File: config.mk
export PLATFORM = sky130hd
export DESIGN_NAME = gcode_line_field_parser_flat
export DESIGN_NICKNAME = d
export VERILOG_FILES = /design/src/rtl/gclp_pkg.sv /design/src/rtl/gclp_char_if.sv /design/src/rtl/gclp_result_if.sv /design/src/rtl/gcode_line_field_parser.sv /design/src/rtl/gclp_axis_unit.sv /design/src/flat_wrapper.sv
export SDC_FILE = /design/constraint.sdc
export NUM_CORES = 1
export LEC_CHECK = 0
export BUFFER_PORTS_ARGS = -buffer_cell sky130_fd_sc_hd__clkbuf_2
export CAP_MARGIN = 10
export CELL_PAD_IN_SITES_DETAIL_PLACEMENT = 0
export CELL_PAD_IN_SITES_GLOBAL_PLACEMENT = 1
export CORE_MARGIN = 3
export CORE_UTILIZATION = 48
export DETAILED_ROUTE_END_ITERATION = 10
export PLACE_DENSITY = 0.87
export SYNTH_ARGS = -nofsm -noshare
export SYNTH_HDL_FRONTEND = slang
export SYNTH_HIERARCHICAL = 1
export SYNTH_SLANG_ARGS = --single-unit
File: constraint.sdc
create_clock -name clk -period 16.9 [get_ports clk]
set_input_delay 3.38 -clock clk [delete_from_list [all_inputs] [get_ports clk]]
set_output_delay 3.38 -clock clk [all_outputs]
set_load 0.005 [all_outputs]
File: src/rtl/gclp_pkg.sv
package gclp_pkg;

	// Character codes the parser reacts to.
	localparam logic [7:0] CH_LF    = 8'h0A;
	localparam logic [7:0] CH_CR    = 8'h0D;
	localparam logic [7:0] CH_TAB   = 8'h09;
	localparam logic [7:0] CH_VT    = 8'h0B;
	localparam logic [7:0] CH_FF    = 8'h0C;
	localparam logic [7:0] CH_SPACE = 8'h20;
	localparam logic [7:0] CH_PLUS  = 8'h2B;
	localparam logic [7:0] CH_MINUS = 8'h2D;
	localparam logic [7:0] CH_DOT   = 8'h2E;
	localparam logic [7:0] CH_ZERO  = 8'h30;
	localparam logic [7:0] CH_NINE  = 8'h39;
	localparam logic [7:0] CH_G     = 8'h47;
	localparam logic [7:0] CH_M     = 8'h4D;
	localparam logic [7:0] CH_X     = 8'h58;
	localparam logic [7:0] CH_Y     = 8'h59;
	localparam logic [7:0] CH_Z     = 8'h5A;
	localparam logic [7:0] CH_E     = 8'h45;
	localparam logic [7:0] CH_F     = 8'h46;
	localparam logic [7:0] CH_T     = 8'h54;

	localparam int AXIS_COUNT = 6;

	// Axis slots; AXIS_NONE marks a character that names no axis.
	localparam logic [2:0] AXIS_X    = 3'd0;
	localparam logic [2:0] AXIS_Y    = 3'd1;
	localparam logic [2:0] AXIS_Z    = 3'd2;
	localparam logic [2:0] AXIS_E    = 3'd3;
	localparam logic [2:0] AXIS_F    = 3'd4;
	localparam logic [2:0] AXIS_T    = 3'd5;
	localparam logic [2:0] AXIS_NONE = 3'd6;

	// Command number saturation limits.
	localparam logic [15:0] NUM_CAP     = 16'h8000;
	localparam logic [15:0] NUM_POS_MAX = 16'h7FFF;

	typedef enum logic [1:0] {
		NUM_SKIP,
		NUM_DIGITS,
		NUM_DONE
	} gclp_num_phase_t;

	typedef enum logic [1:0] {
		VAL_SIGN,
		VAL_INT,
		VAL_FRAC,
		VAL_DONE
	} gclp_val_phase_t;

	// Control from the line sequencer to the axis unit.
	typedef struct packed {
		logic feed;    // a character inside an accepted command line
		logic finish;  // the line ends; present the fields and clear
	} gclp_axis_ctl_t;

	function automatic logic is_digit(input logic [7:0] c);
		return (c >= CH_ZERO) && (c <= CH_NINE);
	endfunction

	function automatic logic is_skip_ws(input logic [7:0] c, input logic allow_space);
		return (allow_space && (c == CH_SPACE)) || (c == CH_TAB) || (c == CH_VT) ||
			(c == CH_FF);
	endfunction

	function automatic logic [2:0] axis_index(input logic [7:0] c);
		logic [2:0] idx;
		case (c)
			CH_X: idx = AXIS_X;
			CH_Y: idx = AXIS_Y;
			CH_Z: idx = AXIS_Z;
			CH_E: idx = AXIS_E;
			CH_F: idx = AXIS_F;
			CH_T: idx = AXIS_T;
			default: idx = AXIS_NONE;
		endcase
		return idx;
	endfunction

	// Powers of ten for the fixed point scaling, 10^0 up to 10^6.
	function automatic logic [19:0] pow10(input logic [2:0] k);
		logic [19:0] p;
		case (k)
			3'd0: p = 20'd1;
			3'd1: p = 20'd10;
			3'd2: p = 20'd100;
			3'd3: p = 20'd1000;
			3'd4: p = 20'd10000;
			3'd5: p = 20'd100000;
			3'd6: p = 20'd1000000;
			default: p = 20'd0;
		endcase
		return p;
	endfunction

endpackage

File: src/rtl/gclp_char_if.sv
interface gclp_char_if;
	logic       valid;
	logic       ready;
	logic [7:0] char_code;

	modport source (output valid, output char_code, input ready);
	modport sink (input valid, input char_code, output ready);
endinterface

File: src/rtl/gclp_result_if.sv
interface gclp_result_if #(
	parameter int VALUE_WIDTH = 32
);
	logic                          valid;
	logic                          ready;
	logic                          is_command;
	logic [7:0]                    command_letter;
	logic signed [15:0]            command_number;
	logic [5:0]                    present_mask;
	logic signed [VALUE_WIDTH-1:0] value_x;
	logic signed [VALUE_WIDTH-1:0] value_y;
	logic signed [VALUE_WIDTH-1:0] value_z;
	logic signed [VALUE_WIDTH-1:0] value_e;
	logic signed [VALUE_WIDTH-1:0] value_f;
	logic signed [VALUE_WIDTH-1:0] value_t;

	modport source (output valid, output is_command, output command_letter,
		output command_number, output present_mask, output value_x, output value_y,
		output value_z, output value_e, output value_f, output value_t, input ready);
	modport sink (input valid, input is_command, input command_letter,
		input command_number, input present_mask, input value_x, input value_y,
		input value_z, input value_e, input value_f, input value_t, output ready);
endinterface

File: src/rtl/gcode_line_field_parser.sv
// G-code line field parser. Characters arrive one word at a time on char_stream;
// a newline or carriage return closes the line, and every non-empty line yields
// exactly one word on line_result, while empty lines yield nothing. A line that
// starts with G or M is reported as a command with its letter, the signed command
// number after the letter (saturated to 16 bits), and the X, Y, Z, E, F and T
// values in fixed point with FRAC_DIGITS fraction digits, saturated to
// VALUE_WIDTH signed bits; any other line reports all fields zero. The block
// takes one character per clock unless stalled: each word is registered, then
// all parsing for it is one multiply-by-ten accumulate and state update, and a
// line result is registered as its terminating character leaves the input
// register. Back pressure on line_result stalls char_stream only when a line
// end reaches the input register while the previous result waits to be taken.
module gcode_line_field_parser #(
	parameter int FRAC_DIGITS = 3,
	parameter int VALUE_WIDTH = 32
) (
	input logic            clk,
	input logic            arst_n,
	gclp_char_if.sink      char_stream,
	gclp_result_if.source  line_result
);
	import gclp_pkg::*;

	// Input register stage.
	logic       valid_s1;
	logic [7:0] char_s1;

	// Line state.
	logic            started_q;
	logic            rejected_q;
	logic [7:0]      letter_q;
	logic [15:0]     num_q;
	logic            num_neg_q;
	gclp_num_phase_t num_ph_q;

	// Result register.
	logic                   res_valid_q;
	logic                   res_cmd_q;
	logic [7:0]             res_letter_q;
	logic [15:0]            res_number_q;
	logic [5:0]             res_mask_q;
	logic [AXIS_COUNT-1:0][VALUE_WIDTH-1:0] res_values_q;

	logic                   is_eol;
	logic                   emit;
	logic                   advance;
	gclp_axis_ctl_t         axis_ctl;
	logic [AXIS_COUNT-1:0][VALUE_WIDTH-1:0] axis_values;
	logic [AXIS_COUNT-1:0]  axis_present;
	logic [19:0]            num_ext;
	logic [19:0]            num_sum;
	logic [15:0]            num_sat;
	logic [15:0]            num_out;

	assign is_eol  = (char_s1 == CH_LF) || (char_s1 == CH_CR);
	assign emit    = is_eol && started_q;
	// The registered character moves on unless it would produce a result
	// while the previous one is still waiting to be taken.
	assign advance = valid_s1 && (!emit || !res_valid_q || line_result.ready);
	assign char_stream.ready = !valid_s1 || advance;

	assign axis_ctl.finish = advance && emit;
	assign axis_ctl.feed   = advance && !is_eol && started_q && !rejected_q;

	gclp_axis_unit #(
		.FRAC_DIGITS (FRAC_DIGITS),
		.VALUE_WIDTH (VALUE_WIDTH)
	) u_axis (
		.clk          (clk),
		.arst_n       (arst_n),
		.ctl          (axis_ctl),
		.char_code    (char_s1),
		.axis_values  (axis_values),
		.present_mask (axis_present)
	);

	// Command number: multiply-by-ten accumulate saturating at 32768.
	assign num_ext = {4'b0, num_q};
	assign num_sum = (num_ext << 3) + (num_ext << 1) + 20'(char_s1[3:0]);
	assign num_sat = (num_sum >= 20'(NUM_CAP)) ? NUM_CAP : num_sum[15:0];
	assign num_out = num_neg_q ? (~num_q + 1'b1) :
		((num_q > NUM_POS_MAX) ? NUM_POS_MAX : num_q);

	always_ff @(posedge clk or negedge arst_n) begin
		if (!arst_n) begin
			valid_s1 <= 1'b0;
		end else if (char_stream.ready) begin
			valid_s1 <= char_stream.valid;
		end
	end

	always_ff @(posedge clk) begin
		if (char_stream.ready && char_stream.valid) begin
			char_s1 <= char_stream.char_code;
		end
	end

	// Line sequencing: first character decides command or not, the rest feed
	// the command number and the axis tokenizer. Everything clears at the end.
	always_ff @(posedge clk or negedge arst_n) begin
		if (!arst_n) begin
			started_q  <= 1'b0;
			rejected_q <= 1'b0;
			letter_q   <= '0;
			num_q      <= '0;
			num_neg_q  <= 1'b0;
			num_ph_q   <= NUM_SKIP;
		end else if (advance) begin
			if (is_eol) begin
				started_q  <= 1'b0;
				rejected_q <= 1'b0;
				letter_q   <= '0;
				num_q      <= '0;
				num_neg_q  <= 1'b0;
				num_ph_q   <= NUM_SKIP;
			end else if (!started_q) begin
				started_q <= 1'b1;
				if ((char_s1 == CH_G) || (char_s1 == CH_M)) begin
					letter_q <= char_s1;
				end else begin
					rejected_q <= 1'b1;
				end
			end else if (!rejected_q) begin
				case (num_ph_q)
					NUM_SKIP: begin
						if (!is_skip_ws(char_s1, 1'b1)) begin
							if ((char_s1 == CH_PLUS) || (char_s1 == CH_MINUS)) begin
								num_ph_q  <= NUM_DIGITS;
								num_neg_q <= (char_s1 == CH_MINUS);
							end else if (is_digit(char_s1)) begin
								num_ph_q <= NUM_DIGITS;
								num_q    <= num_sat;
							end else begin
								num_ph_q <= NUM_DONE;
							end
						end
					end
					NUM_DIGITS: begin
						if (is_digit(char_s1)) begin
							num_q <= num_sat;
						end else begin
							num_ph_q <= NUM_DONE;
						end
					end
					default: begin
					end
				endcase
			end
		end
	end

	always_ff @(posedge clk or negedge arst_n) begin
		if (!arst_n) begin
			res_valid_q <= 1'b0;
		end else if (advance && emit) begin
			res_valid_q <= 1'b1;
		end else if (line_result.ready) begin
			res_valid_q <= 1'b0;
		end
	end

	// A line that did not start with G or M reports every field as zero.
	always_ff @(posedge clk) begin
		if (advance && emit) begin
			if (rejected_q) begin
				res_cmd_q    <= 1'b0;
				res_letter_q <= '0;
				res_number_q <= '0;
				res_mask_q   <= '0;
				res_values_q <= '0;
			end else begin
				res_cmd_q    <= 1'b1;
				res_letter_q <= letter_q;
				res_number_q <= num_out;
				res_mask_q   <= axis_present;
				res_values_q <= axis_values;
			end
		end
	end

	assign line_result.valid          = res_valid_q;
	assign line_result.is_command     = res_cmd_q;
	assign line_result.command_letter = res_letter_q;
	assign line_result.command_number = res_number_q;
	assign line_result.present_mask   = res_mask_q;
	assign line_result.value_x        = res_values_q[AXIS_X];
	assign line_result.value_y        = res_values_q[AXIS_Y];
	assign line_result.value_z        = res_values_q[AXIS_Z];
	assign line_result.value_e        = res_values_q[AXIS_E];
	assign line_result.value_f        = res_values_q[AXIS_F];
	assign line_result.value_t        = res_values_q[AXIS_T];

endmodule

File: src/rtl/gclp_axis_unit.sv
module gclp_axis_unit #(
	parameter int FRAC_DIGITS = 3,
	parameter int VALUE_WIDTH = 32
) (
	input  logic                                                clk,
	input  logic                                                arst_n,
	input  gclp_pkg::gclp_axis_ctl_t                            ctl,
	input  logic [7:0]                                          char_code,
	output logic [gclp_pkg::AXIS_COUNT-1:0][VALUE_WIDTH-1:0]    axis_values,
	output logic [gclp_pkg::AXIS_COUNT-1:0]                     present_mask
);
	import gclp_pkg::*;

	localparam int FracW = $clog2(FRAC_DIGITS + 1);
	localparam int ExtW  = VALUE_WIDTH + 24;
	localparam logic [VALUE_WIDTH-1:0] Cap   = {1'b1, {(VALUE_WIDTH-1){1'b0}}};
	localparam logic [VALUE_WIDTH-1:0] CapM1 = {1'b0, {(VALUE_WIDTH-1){1'b1}}};
	localparam logic [ExtW-1:0]        CapExt = {{(ExtW-VALUE_WIDTH){1'b0}}, Cap};

	// The accumulator already holds the magnitude scaled to the full fraction
	// width, saturated at Cap, so committing a token needs no further scaling.
	logic                              tok_value_q, tok_value_d;
	logic [7:0]                        axis_char_q, axis_char_d;
	logic [VALUE_WIDTH-1:0]            scaled_q, scaled_d;
	logic                              neg_q, neg_d;
	gclp_val_phase_t                   vph_q, vph_d;
	logic [FracW-1:0]                  frac_cnt_q, frac_cnt_d;
	logic [AXIS_COUNT-1:0][VALUE_WIDTH-1:0] axis_q, axis_d;
	logic [AXIS_COUNT-1:0]             present_q, present_d;

	logic [3:0]             digit;
	logic [ExtW-1:0]        scaled_ext;
	logic [23:0]            int_inc;
	logic [23:0]            frac_inc;
	logic [ExtW-1:0]        int_sum;
	logic [ExtW-1:0]        frac_sum;
	logic [VALUE_WIDTH-1:0] int_sat;
	logic [VALUE_WIDTH-1:0] frac_sat;
	logic [2:0]             frac_pow_idx;
	logic [VALUE_WIDTH-1:0] commit_value;
	logic [2:0]             commit_idx;
	logic                   commit_now;

	assign digit        = char_code[3:0];
	assign scaled_ext   = {{(ExtW-VALUE_WIDTH){1'b0}}, scaled_q};
	assign frac_pow_idx = 3'(FRAC_DIGITS - 1) - 3'(frac_cnt_q);
	assign int_inc      = 24'(digit) * 24'(pow10(3'(FRAC_DIGITS)));
	assign frac_inc     = 24'(digit) * 24'(pow10(frac_pow_idx));
	assign int_sum      = (scaled_ext << 3) + (scaled_ext << 1) + ExtW'(int_inc);
	assign frac_sum     = scaled_ext + ExtW'(frac_inc);
	assign int_sat      = (int_sum >= CapExt) ? Cap : int_sum[VALUE_WIDTH-1:0];
	assign frac_sat     = (frac_sum >= CapExt) ? Cap : frac_sum[VALUE_WIDTH-1:0];

	assign commit_idx   = axis_index(axis_char_q);
	assign commit_value = neg_q ? (~scaled_q + 1'b1) :
		((scaled_q > CapM1) ? CapM1 : scaled_q);

	always_comb begin : next_state
		gclp_val_phase_t ph;
		logic            consumed;
		ph          = vph_q;
		consumed    = 1'b0;
		tok_value_d = tok_value_q;
		axis_char_d = axis_char_q;
		scaled_d    = scaled_q;
		neg_d       = neg_q;
		vph_d       = vph_q;
		frac_cnt_d  = frac_cnt_q;
		axis_d      = axis_q;
		present_d   = present_q;
		commit_now  = 1'b0;
		if (ctl.finish) begin
			tok_value_d = 1'b0;
			axis_char_d = '0;
			scaled_d    = '0;
			neg_d       = 1'b0;
			vph_d       = VAL_SIGN;
			frac_cnt_d  = '0;
			axis_d      = '0;
			present_d   = '0;
		end else if (ctl.feed) begin
			if (!tok_value_q) begin
				tok_value_d = 1'b1;
				axis_char_d = char_code;
				scaled_d    = '0;
				neg_d       = 1'b0;
				vph_d       = VAL_SIGN;
				frac_cnt_d  = '0;
			end else if (char_code == CH_SPACE) begin
				tok_value_d = 1'b0;
				commit_now  = 1'b1;
			end else begin
				if (ph == VAL_SIGN) begin
					if (is_skip_ws(char_code, 1'b0)) begin
						consumed = 1'b1;
					end else begin
						ph = VAL_INT;
						if ((char_code == CH_PLUS) || (char_code == CH_MINUS)) begin
							neg_d    = (char_code == CH_MINUS);
							consumed = 1'b1;
						end
					end
				end
				if (!consumed) begin
					case (ph)
						VAL_INT: begin
							if (is_digit(char_code)) begin
								scaled_d = int_sat;
							end else if (char_code == CH_DOT) begin
								ph = VAL_FRAC;
							end else begin
								ph = VAL_DONE;
							end
						end
						VAL_FRAC: begin
							if (is_digit(char_code)) begin
								if (frac_cnt_q < FracW'(FRAC_DIGITS)) begin
									scaled_d   = frac_sat;
									frac_cnt_d = frac_cnt_q + 1'b1;
								end
							end else begin
								ph = VAL_DONE;
							end
						end
						default: begin
						end
					endcase
				end
				vph_d = ph;
			end
		end
		if (commit_now) begin
			for (int i = 0; i < AXIS_COUNT; i++) begin
				if (commit_idx == 3'(i)) begin
					axis_d[i]    = commit_value;
					present_d[i] = 1'b1;
				end
			end
		end
	end

	// Fields of the finished line: an open token is folded in at the line end.
	always_comb begin
		axis_values  = axis_q;
		present_mask = present_q;
		for (int i = 0; i < AXIS_COUNT; i++) begin
			if (tok_value_q && (commit_idx == 3'(i))) begin
				axis_values[i]  = commit_value;
				present_mask[i] = 1'b1;
			end
		end
	end

	always_ff @(posedge clk or negedge arst_n) begin
		if (!arst_n) begin
			tok_value_q <= 1'b0;
			axis_char_q <= '0;
			scaled_q    <= '0;
			neg_q       <= 1'b0;
			vph_q       <= VAL_SIGN;
			frac_cnt_q  <= '0;
			axis_q      <= '0;
			present_q   <= '0;
		end else begin
			tok_value_q <= tok_value_d;
			axis_char_q <= axis_char_d;
			scaled_q    <= scaled_d;
			neg_q       <= neg_d;
			vph_q       <= vph_d;
			frac_cnt_q  <= frac_cnt_d;
			axis_q      <= axis_d;
			present_q   <= present_d;
		end
	end

endmodule
File: src/flat_wrapper.sv
// flat-port wrapper written by rule: the top's interface ports become plain ports
module gcode_line_field_parser_flat import gclp_pkg::*;
#(
	parameter int FRAC_DIGITS = 3,
	parameter int VALUE_WIDTH = 32
)
  (clk, arst_n, char_stream_valid, char_stream_char_code, char_stream_ready, line_result_valid, line_result_is_command, line_result_command_letter, line_result_command_number, line_result_present_mask, line_result_value_x, line_result_value_y, line_result_value_z, line_result_value_e, line_result_value_f, line_result_value_t, line_result_ready);
  gclp_char_if char_stream_i ();
  gclp_result_if #(.VALUE_WIDTH(VALUE_WIDTH)) line_result_i ();
  input logic clk;
  input logic arst_n;
  input wire logic [$bits(char_stream_i.valid)-1:0] char_stream_valid;
  input wire logic [$bits(char_stream_i.char_code)-1:0] char_stream_char_code;
  output wire logic [$bits(char_stream_i.ready)-1:0] char_stream_ready;
  output wire logic [$bits(line_result_i.valid)-1:0] line_result_valid;
  output wire logic [$bits(line_result_i.is_command)-1:0] line_result_is_command;
  output wire logic [$bits(line_result_i.command_letter)-1:0] line_result_command_letter;
  output wire logic [$bits(line_result_i.command_number)-1:0] line_result_command_number;
  output wire logic [$bits(line_result_i.present_mask)-1:0] line_result_present_mask;
  output wire logic [$bits(line_result_i.value_x)-1:0] line_result_value_x;
  output wire logic [$bits(line_result_i.value_y)-1:0] line_result_value_y;
  output wire logic [$bits(line_result_i.value_z)-1:0] line_result_value_z;
  output wire logic [$bits(line_result_i.value_e)-1:0] line_result_value_e;
  output wire logic [$bits(line_result_i.value_f)-1:0] line_result_value_f;
  output wire logic [$bits(line_result_i.value_t)-1:0] line_result_value_t;
  input wire logic [$bits(line_result_i.ready)-1:0] line_result_ready;
  assign char_stream_i.valid = char_stream_valid;
  assign char_stream_i.char_code = char_stream_char_code;
  assign char_stream_ready = char_stream_i.ready;
  assign line_result_valid = line_result_i.valid;
  assign line_result_is_command = line_result_i.is_command;
  assign line_result_command_letter = line_result_i.command_letter;
  assign line_result_command_number = line_result_i.command_number;
  assign line_result_present_mask = line_result_i.present_mask;
  assign line_result_value_x = line_result_i.value_x;
  assign line_result_value_y = line_result_i.value_y;
  assign line_result_value_z = line_result_i.value_z;
  assign line_result_value_e = line_result_i.value_e;
  assign line_result_value_f = line_result_i.value_f;
  assign line_result_value_t = line_result_i.value_t;
  assign line_result_i.ready = line_result_ready;
  gcode_line_field_parser #(.FRAC_DIGITS(FRAC_DIGITS), .VALUE_WIDTH(VALUE_WIDTH)) u_core (.clk(clk), .arst_n(arst_n), .char_stream(char_stream_i), .line_result(line_result_i));
endmodule
Word level (Yosys, flattened, before mapping)
Index checks and enable logic that the tools add are counted.
Storage, ports and cells
  bits in registers: 506
  input bits: 12
  output and inout port bits: 225
  logic and storage cells: 279
Cells by class
  add/subtract/negate cells: 9
  $mul: 2
  $lt $le $gt $ge: 8
  equal/unequal tests: 51
  multiplexer cells: 124
  bitwise operators: 2
  reduce and logical (&&, ||, !) cells: 51
Operators with widths (count)
  32-bit two-way mux: 24
  192-bit two-way mux: 2
  16-bit two-way mux: 9
  20-bit one-hot mux with 7 select lines: 1
  8-bit by 7-bit == test with 1-bit output, second input constant: 8
  32-bit one-hot mux with 2 select lines: 1
  2-bit two-way mux: 28
  8-bit two-way mux: 6
  1-bit two-way mux: 47
  8-bit by 4-bit == test with 1-bit output, second input constant: 5
  36-bit by 14-bit adder with 37-bit output: 1
  37-bit by 32-bit greater-or-equal comparator with 1-bit output, second input constant: 1
  35-bit by 33-bit adder with 36-bit output: 1
  32-bit by 24-bit adder with 33-bit output: 1
  33-bit by 32-bit greater-or-equal comparator with 1-bit output, second input constant: 1
  32-bit by 1-bit adder with 32-bit output, second input constant: 1
  8-bit by 6-bit == test with 1-bit output, second input constant: 4
  32-bit by 31-bit greater-than comparator with 1-bit output, second input constant: 1
  32-bit inverter: 1
  16-bit one-hot mux with 2 select lines: 1
  4-bit by 20-bit multiplier with 24-bit output: 1
  6-bit AND reduction: 4
  19-bit by 17-bit adder with 20-bit output: 1
  20-bit by 4-bit adder with 20-bit output: 1
  other kinds (36): 96

Logic depth before layout (Yosys ltp)
  depth in word-level cells: 19
  depth in mapped cells: 23
  depth with buffers taken out: 22

Cells and area by module
Netlist, hierarchy kept.
Modules (own cells, without submodules)
  gclp_axis_unit: instances 1, cells each 2280, area each 18724.2 um2, sequential area each 6105.9 um2
  gcode_line_field_parser: instances 1, cells each 799, area each 11197.0 um2, sequential area each 7712.4 um2

Worst setup path before layout
No wires, ideal clock.
  path kind: input to register
  start point: input port line_result_ready
  end point: register u_core.u_axis.scaled_q[24]
  library setup time: 0.074 ns
  arrival time: 15.017 ns
  required time: 16.826 ns
  slack: 1.809 ns
  stages: 13
  buffers on the path: 2
  cells stage by stage: nor2b_1 > nand2_1 > nand3_1 > nor2_1 > nand2b_1 > a21oi_1 > or2_1 > buf_2 > nor2_1 > a21boi_0 > nand3_2 > buf_6 > o21ai_2
RTL lines
  start: declaration: line flat_wrapper.sv:26  | input wire logic [$bits(line_result_i.ready)-1:0] line_result_ready;
  end signal: assignment: line gclp_axis_unit.sv:167  | scaled_q <= scaled_d;
  end: declaration: line gclp_axis_unit.sv:24  | logic [VALUE_WIDTH-1:0] scaled_q, scaled_d;

Worst setup path after layout
  start point: input port line_result_ready
  end point: output port char_stream_ready
On the way
  word-level cells in the longest chain between the ends: 3
Ends and longest elaborated chain
  1-bit logical OR: line gcode_line_field_parser.sv:59  | assign advance = valid_s1 && (!emit || !res_valid_q || line_result.ready);
  1-bit logical AND: line gcode_line_field_parser.sv:59
  1-bit logical OR: line gcode_line_field_parser.sv:60  | assign char_stream.ready = !valid_s1 || advance;
  end: declaration: line flat_wrapper.sv:14  | output wire logic [$bits(char_stream_i.ready)-1:0] char_stream_ready;
Every way passes these cells.

==> run summary <==
The path class of the tightest hold or removal check is flip-flop to flip-flop. The minimum period implied by the final worst setup slack came out at 7540 ps. Tracing the worst setup path back leads to its startpoint at line_result_ready. The floorplan row count is 90. Using the TritonRoute via totals, the vias-per-cell ratio works out to 5.69. The port buffer count is 236. The post-cts resize count came out at 0. The count of routing violations after the opening detailed-route iteration came out at 1850. The complex-gate fraction of the synthesized area came to 0.163. The starting utilization of the core area came out at 0.490. In this run the tightest slew margin relative to its limit is 0.170. The net switching power is 832 uW. The slowest stage of the critical path belongs to the cell sky130_fd_sc_hd__nor2b_1. The H-tree depth is 2. The number of buffers and inverters on the critical path is 2. The net count after synthesis came out at 3308. The max-cap violation count came out at 0.

Setup repair after global routing left no endpoint under its margin. The maximum vdd ir drop came out at 0.0000700 V. The clock net in this run drives a total of 506 sinks. The total global routing overflow came out at 0.

For this design the static power due to leakage is 13.9 nW. The overall die width came out at 256 um. The kind of capture point of the worst setup path is an output pin. Summed over all failing endpoints, the final setup total negative slack is 0 ps. The count of filler cells inserted in the layout came out at 5361. After technology mapping, the gate count stands at 3079.

TritonCTS built the clock tree. The maximum net fanout on the critical path came out at 4. The multiplexer share of the synthesized area came out at 0.00213. For flop-to-flop paths, the worst setup slack is 9990 ps. Traced cell by cell, the critical path runs through clkbuf_2 -> nor2b_1 -> nand4_1 -> clkbuf_2. The portion of total power attributed to the clock network came out at 0.380. The number of failing hold endpoints at the final stage was 0.

The endpoint required time on the critical path came out at 13520 ps. The count of TritonRoute iterations in the first routing pass is 6. The final routed wire length divided by cell count came out at 18.4 um. The total inserted antenna cells came out at 0. The number of antenna violations at the first check in global routing came out at 1.

The clock latency of the later-clocked register in the worst-skew pair came out at 600 ps. The adder-cell share of the synthesized area came out at 0.109. The total internal power came out at 2.14 mW. The final routed DRC violation total is 0. The fraction of synthesized cell area in xor and xnor cells came out at 0.0199.

The largest net degree at the start of global routing came out at 267. In this run the critical register-to-register path is captured at u_core/u_axis/scaled_q[18]. On the critical path the largest part of the delay comes from simple AND/OR/NAND/NOR gates. The final count of pins violating max slew is 0. The count of yosys warnings during synthesis came out at 6. The destination of the worst hold path is u_core/letter_q[4]. For this run, the post-layout net count is 3426. In the synthesized netlist the dominant register cell turns out to be sky130_fd_sc_hd__dfrtp_1.

The final clock period utilization by the worst path is 0.446. The total wirelength of the detailed-routed design came out at 75.0 mm. The clock arrives with 21.8 ps of skew. The part of the power in combinational logic came out at 0.175.

For this design the top-level I/O count stands at 237. Measured in cells, the most critical reg-to-reg path has a length of 23. The stage delay of the slowest cell on the critical path came out at 270 ps. The dominant combinational cell family by area after synthesis is simple AND/OR/NAND/NOR gates. The relative contribution of sequential cells to total power is 0.445. The floorplan core area came out at 61000 um^2. The final weighted congestion in routability-driven placement came out at 0.880. The first-pass GRT wire length is 121 mm. In this run the critical register-to-register path is launched from u_core/char_s1[1]. The detail route stage leaves a number of antenna-violating nets equal to 0. The floorplan die area came out at 65400 um^2. At the end of the flow the core is filled with cells to 0.547.

The fraction of the mapped netlist area in simple logic gates is 0.199. Timing would allow up to 133 MHz. The cell chosen for the clock root is sky130_fd_sc_hd__clkbuf_16. The layout cell share with drive strength beyond 1 came out at 0.126. In this run the deepest clock path goes through 3 buffers.

The transition time at the pin with the least slew margin is 1250 ps. In this run the mean area of a mapped cell was 9.72 um^2. The via count of the first global-routing pass came out at 22400. The endpoint arrival time on the critical path is 4160 ps. The critical path is of the input pin to output pin type. The flow ran to the end, and the final reports show no timing, DRC or antenna violations. In this run the most critical hold path is launched from u_core/letter_q[4]. Post-CTS timing repair inserted 0 buffers for setup.

The worst setup path is launched from an input pin. The synthesis-stage register bit count came out at 506. The number of flops mapped to enable cells by yosys came out at 231.

The worst hold path cell count is 1. The share of the yosys chip area belonging to registers came out at 0.462. The total power divided by cell area came out at 89.1 nW/um^2.

By instance count, the cell type seen most on the critical path is sky130_fd_sc_hd__clkbuf_2. The final HPWL from detailed placement came out at 51.4 mm. The area added between synthesis and finish is 11.6%. The switching share of power came out at 0.279.

The total of endpoints with negative setup slack in the final report is 0. The total number of vias is 23100. The number of buffers inserted by hold repair at cts is 0. The proportion of synthesized flip-flops having asynchronous set or reset is 0.543. The clock edge transition at the registers on the reported setup and hold paths came out at 60 ps. The synthesized cell area is 29900 um^2. The CTS buffer count came out at 52. The total routing usage reported by global routing came out at 0.225. The height of the chip is 256 um. The count of different cell masters after synthesis is 88.
-- how the worst max path moves through the flow --
| stage | slack (ps) | end | depth (start not counted) |
|---|---|---|---|
| 3_5_place_dp | 9370 | char_stream_ready | 4 |
| 2_1_floorplan | 1810 | u_core/u_axis/scaled_q[24] | 13 |
| 6_report | 9360 | char_stream_ready | 4 |
| 3_3_place_gp | 9450 | char_stream_ready | 4 |
| 5_1_grt | 9300 | char_stream_ready | 4 |
| 4_1_cts | 9360 | char_stream_ready | 4 |
-- power by group through the flow --
stage | Clock (mW) | Sequential (mW) | Combinational, mW
6_report | 1.13 | 1.32 | 0.520
3_3_place_gp | 0 | 1.35 | 0.501
4_1_cts | 1.16 | 1.32 | 0.519
3_5_place_dp | 0 | 1.35 | 0.514
5_1_grt | 1.21 | 1.33 | 0.580
2_1_floorplan | 0 | 1.34 | 0.378
-- state kept, by name (all words and copies together) (netlist names), 16 cells and up --
signal                             flops
u_core/line_result.value_y            32
u_core/num_q                          16
u_core/line_result.command_number     16
u_core/u_axis/scaled_q                32
u_core/line_result.value_z            32
u_core/line_result.value_f            32
u_core/line_result.value_t            32
u_core/line_result.value_x            32
u_core/line_result.value_e            32
u_core/u_axis/axis_q                 192
-- stage by stage --
step / hold WS, ps / area, um^2 / power [mW] / std cells / setup slack, ps
5_1_grt: 506 / 33400 / 3.11 / 4067 / 9300
3_5_place_dp: 459 / 31700 / 1.86 / 3968 / 9370
6_report: 478 / 33400 / 2.98 / 4067 / 9360
4_1_cts: 482 / 33300 / 3.00 / 4064 / 9360
2_1_floorplan: 442 / 29900 / 1.72 / 3079 / 1810
3_3_place_gp: 458 / 31700 / 1.85 / 3968 / 9450
-- layer usage --
layer | GRT usage | vias up | share of wire | wire [um]
met5 | 0 | - | 0 | 0
met4 | 0.0581 | 0 | 0.022 | 1630
met3 | 0.0310 | 109 | 0.055 | 4090
met2 | 0.367 | 638 | 0.47 | 34900
met1 | 0.318 | 11300 | 0.46 | 34400
li1 | - | 11000 | - | -
-- logic make-up (layout without fill, tap and decap cells) --
family          after synthesis  in the layout
mux                           6              6
xor+xnor                     68             68
buf+inv                     358            518
flops                       506            506
simple gates               1100           1100
fa+ha+maj                   217            217
compound gates              824            824
-- cells in the final DEF (no fill, tap or decap), types with 17 or more instances in the layout --
cell	n
sky130_fd_sc_hd__dfrtp_1	274
sky130_fd_sc_hd__ha_1	146
sky130_fd_sc_hd__a22o_1	17
sky130_fd_sc_hd__a21oi_1	126
sky130_fd_sc_hd__nor2b_1	218
sky130_fd_sc_hd__o21ai_0	447
sky130_fd_sc_hd__fa_1	71
sky130_fd_sc_hd__nand2_1	345
sky130_fd_sc_hd__buf_4	33
sky130_fd_sc_hd__nor2_1	116
sky130_fd_sc_hd__nand3_1	33
sky130_fd_sc_hd__a211oi_1	23
sky130_fd_sc_hd__inv_1	148
sky130_fd_sc_hd__o21ai_1	25
sky130_fd_sc_hd__and2_1	24
sky130_fd_sc_hd__o22ai_1	20
sky130_fd_sc_hd__clkbuf_16	52
sky130_fd_sc_hd__xor2_1	32
sky130_fd_sc_hd__clkbuf_2	235
sky130_fd_sc_hd__nor3_1	52
sky130_fd_sc_hd__nand3b_1	197
sky130_fd_sc_hd__edfxtp_1	231
sky130_fd_sc_hd__xnor2_1	36
sky130_fd_sc_hd__a21o_1	34
-- cells in the mapped netlist (11+ instances only) --
cell / n / area (um^2)
sky130_fd_sc_hd__o211ai_1: 13 / 97.6
sky130_fd_sc_hd__clkbuf_1: 191 / 717
sky130_fd_sc_hd__nor2_1: 117 / 439
sky130_fd_sc_hd__xor2_1: 32 / 280
sky130_fd_sc_hd__or3_1: 13 / 81.3
sky130_fd_sc_hd__fa_1: 71 / 1420
sky130_fd_sc_hd__o31a_1: 12 / 105
sky130_fd_sc_hd__nand4_1: 13 / 81.3
sky130_fd_sc_hd__nand2_1: 351 / 1320
sky130_fd_sc_hd__nor2b_1: 218 / 1360
sky130_fd_sc_hd__a22o_1: 17 / 149
sky130_fd_sc_hd__o21ai_1: 25 / 125
sky130_fd_sc_hd__o21ai_2: 11 / 96.3
sky130_fd_sc_hd__nand3b_1: 197 / 1480
sky130_fd_sc_hd__dfrtp_1: 275 / 6880
sky130_fd_sc_hd__and2_1: 24 / 150
sky130_fd_sc_hd__xnor2_1: 36 / 315
sky130_fd_sc_hd__nand2b_1: 16 / 100
sky130_fd_sc_hd__a21o_1: 34 / 255
sky130_fd_sc_hd__inv_1: 148 / 556
sky130_fd_sc_hd__ha_1: 146 / 1830
sky130_fd_sc_hd__a21oi_1: 126 / 631
sky130_fd_sc_hd__a211oi_1: 23 / 173
sky130_fd_sc_hd__edfxtp_1: 231 / 6940
sky130_fd_sc_hd__a31oi_1: 15 / 93.8
sky130_fd_sc_hd__nor3_1: 52 / 260
sky130_fd_sc_hd__o22ai_1: 20 / 125
sky130_fd_sc_hd__o21ai_0: 447 / 2240
sky130_fd_sc_hd__nand3_1: 39 / 195
sky130_fd_sc_hd__buf_2: 11 / 55.1
-- cell type report --
class	instances	area, um^2	share of cell area
Multi-Input combinational cell	2215	14800	0.442
Sequential cell	506	13800	0.414
Timing Repair Buffer	273	1530	0.0457
Clock buffer	63	1390	0.0417
Tap cell	828	1040	0.0310
Inverter	149	559	0.0167
Clock inverter	33	288	0.00862
(Power assumes the default switching activity.)
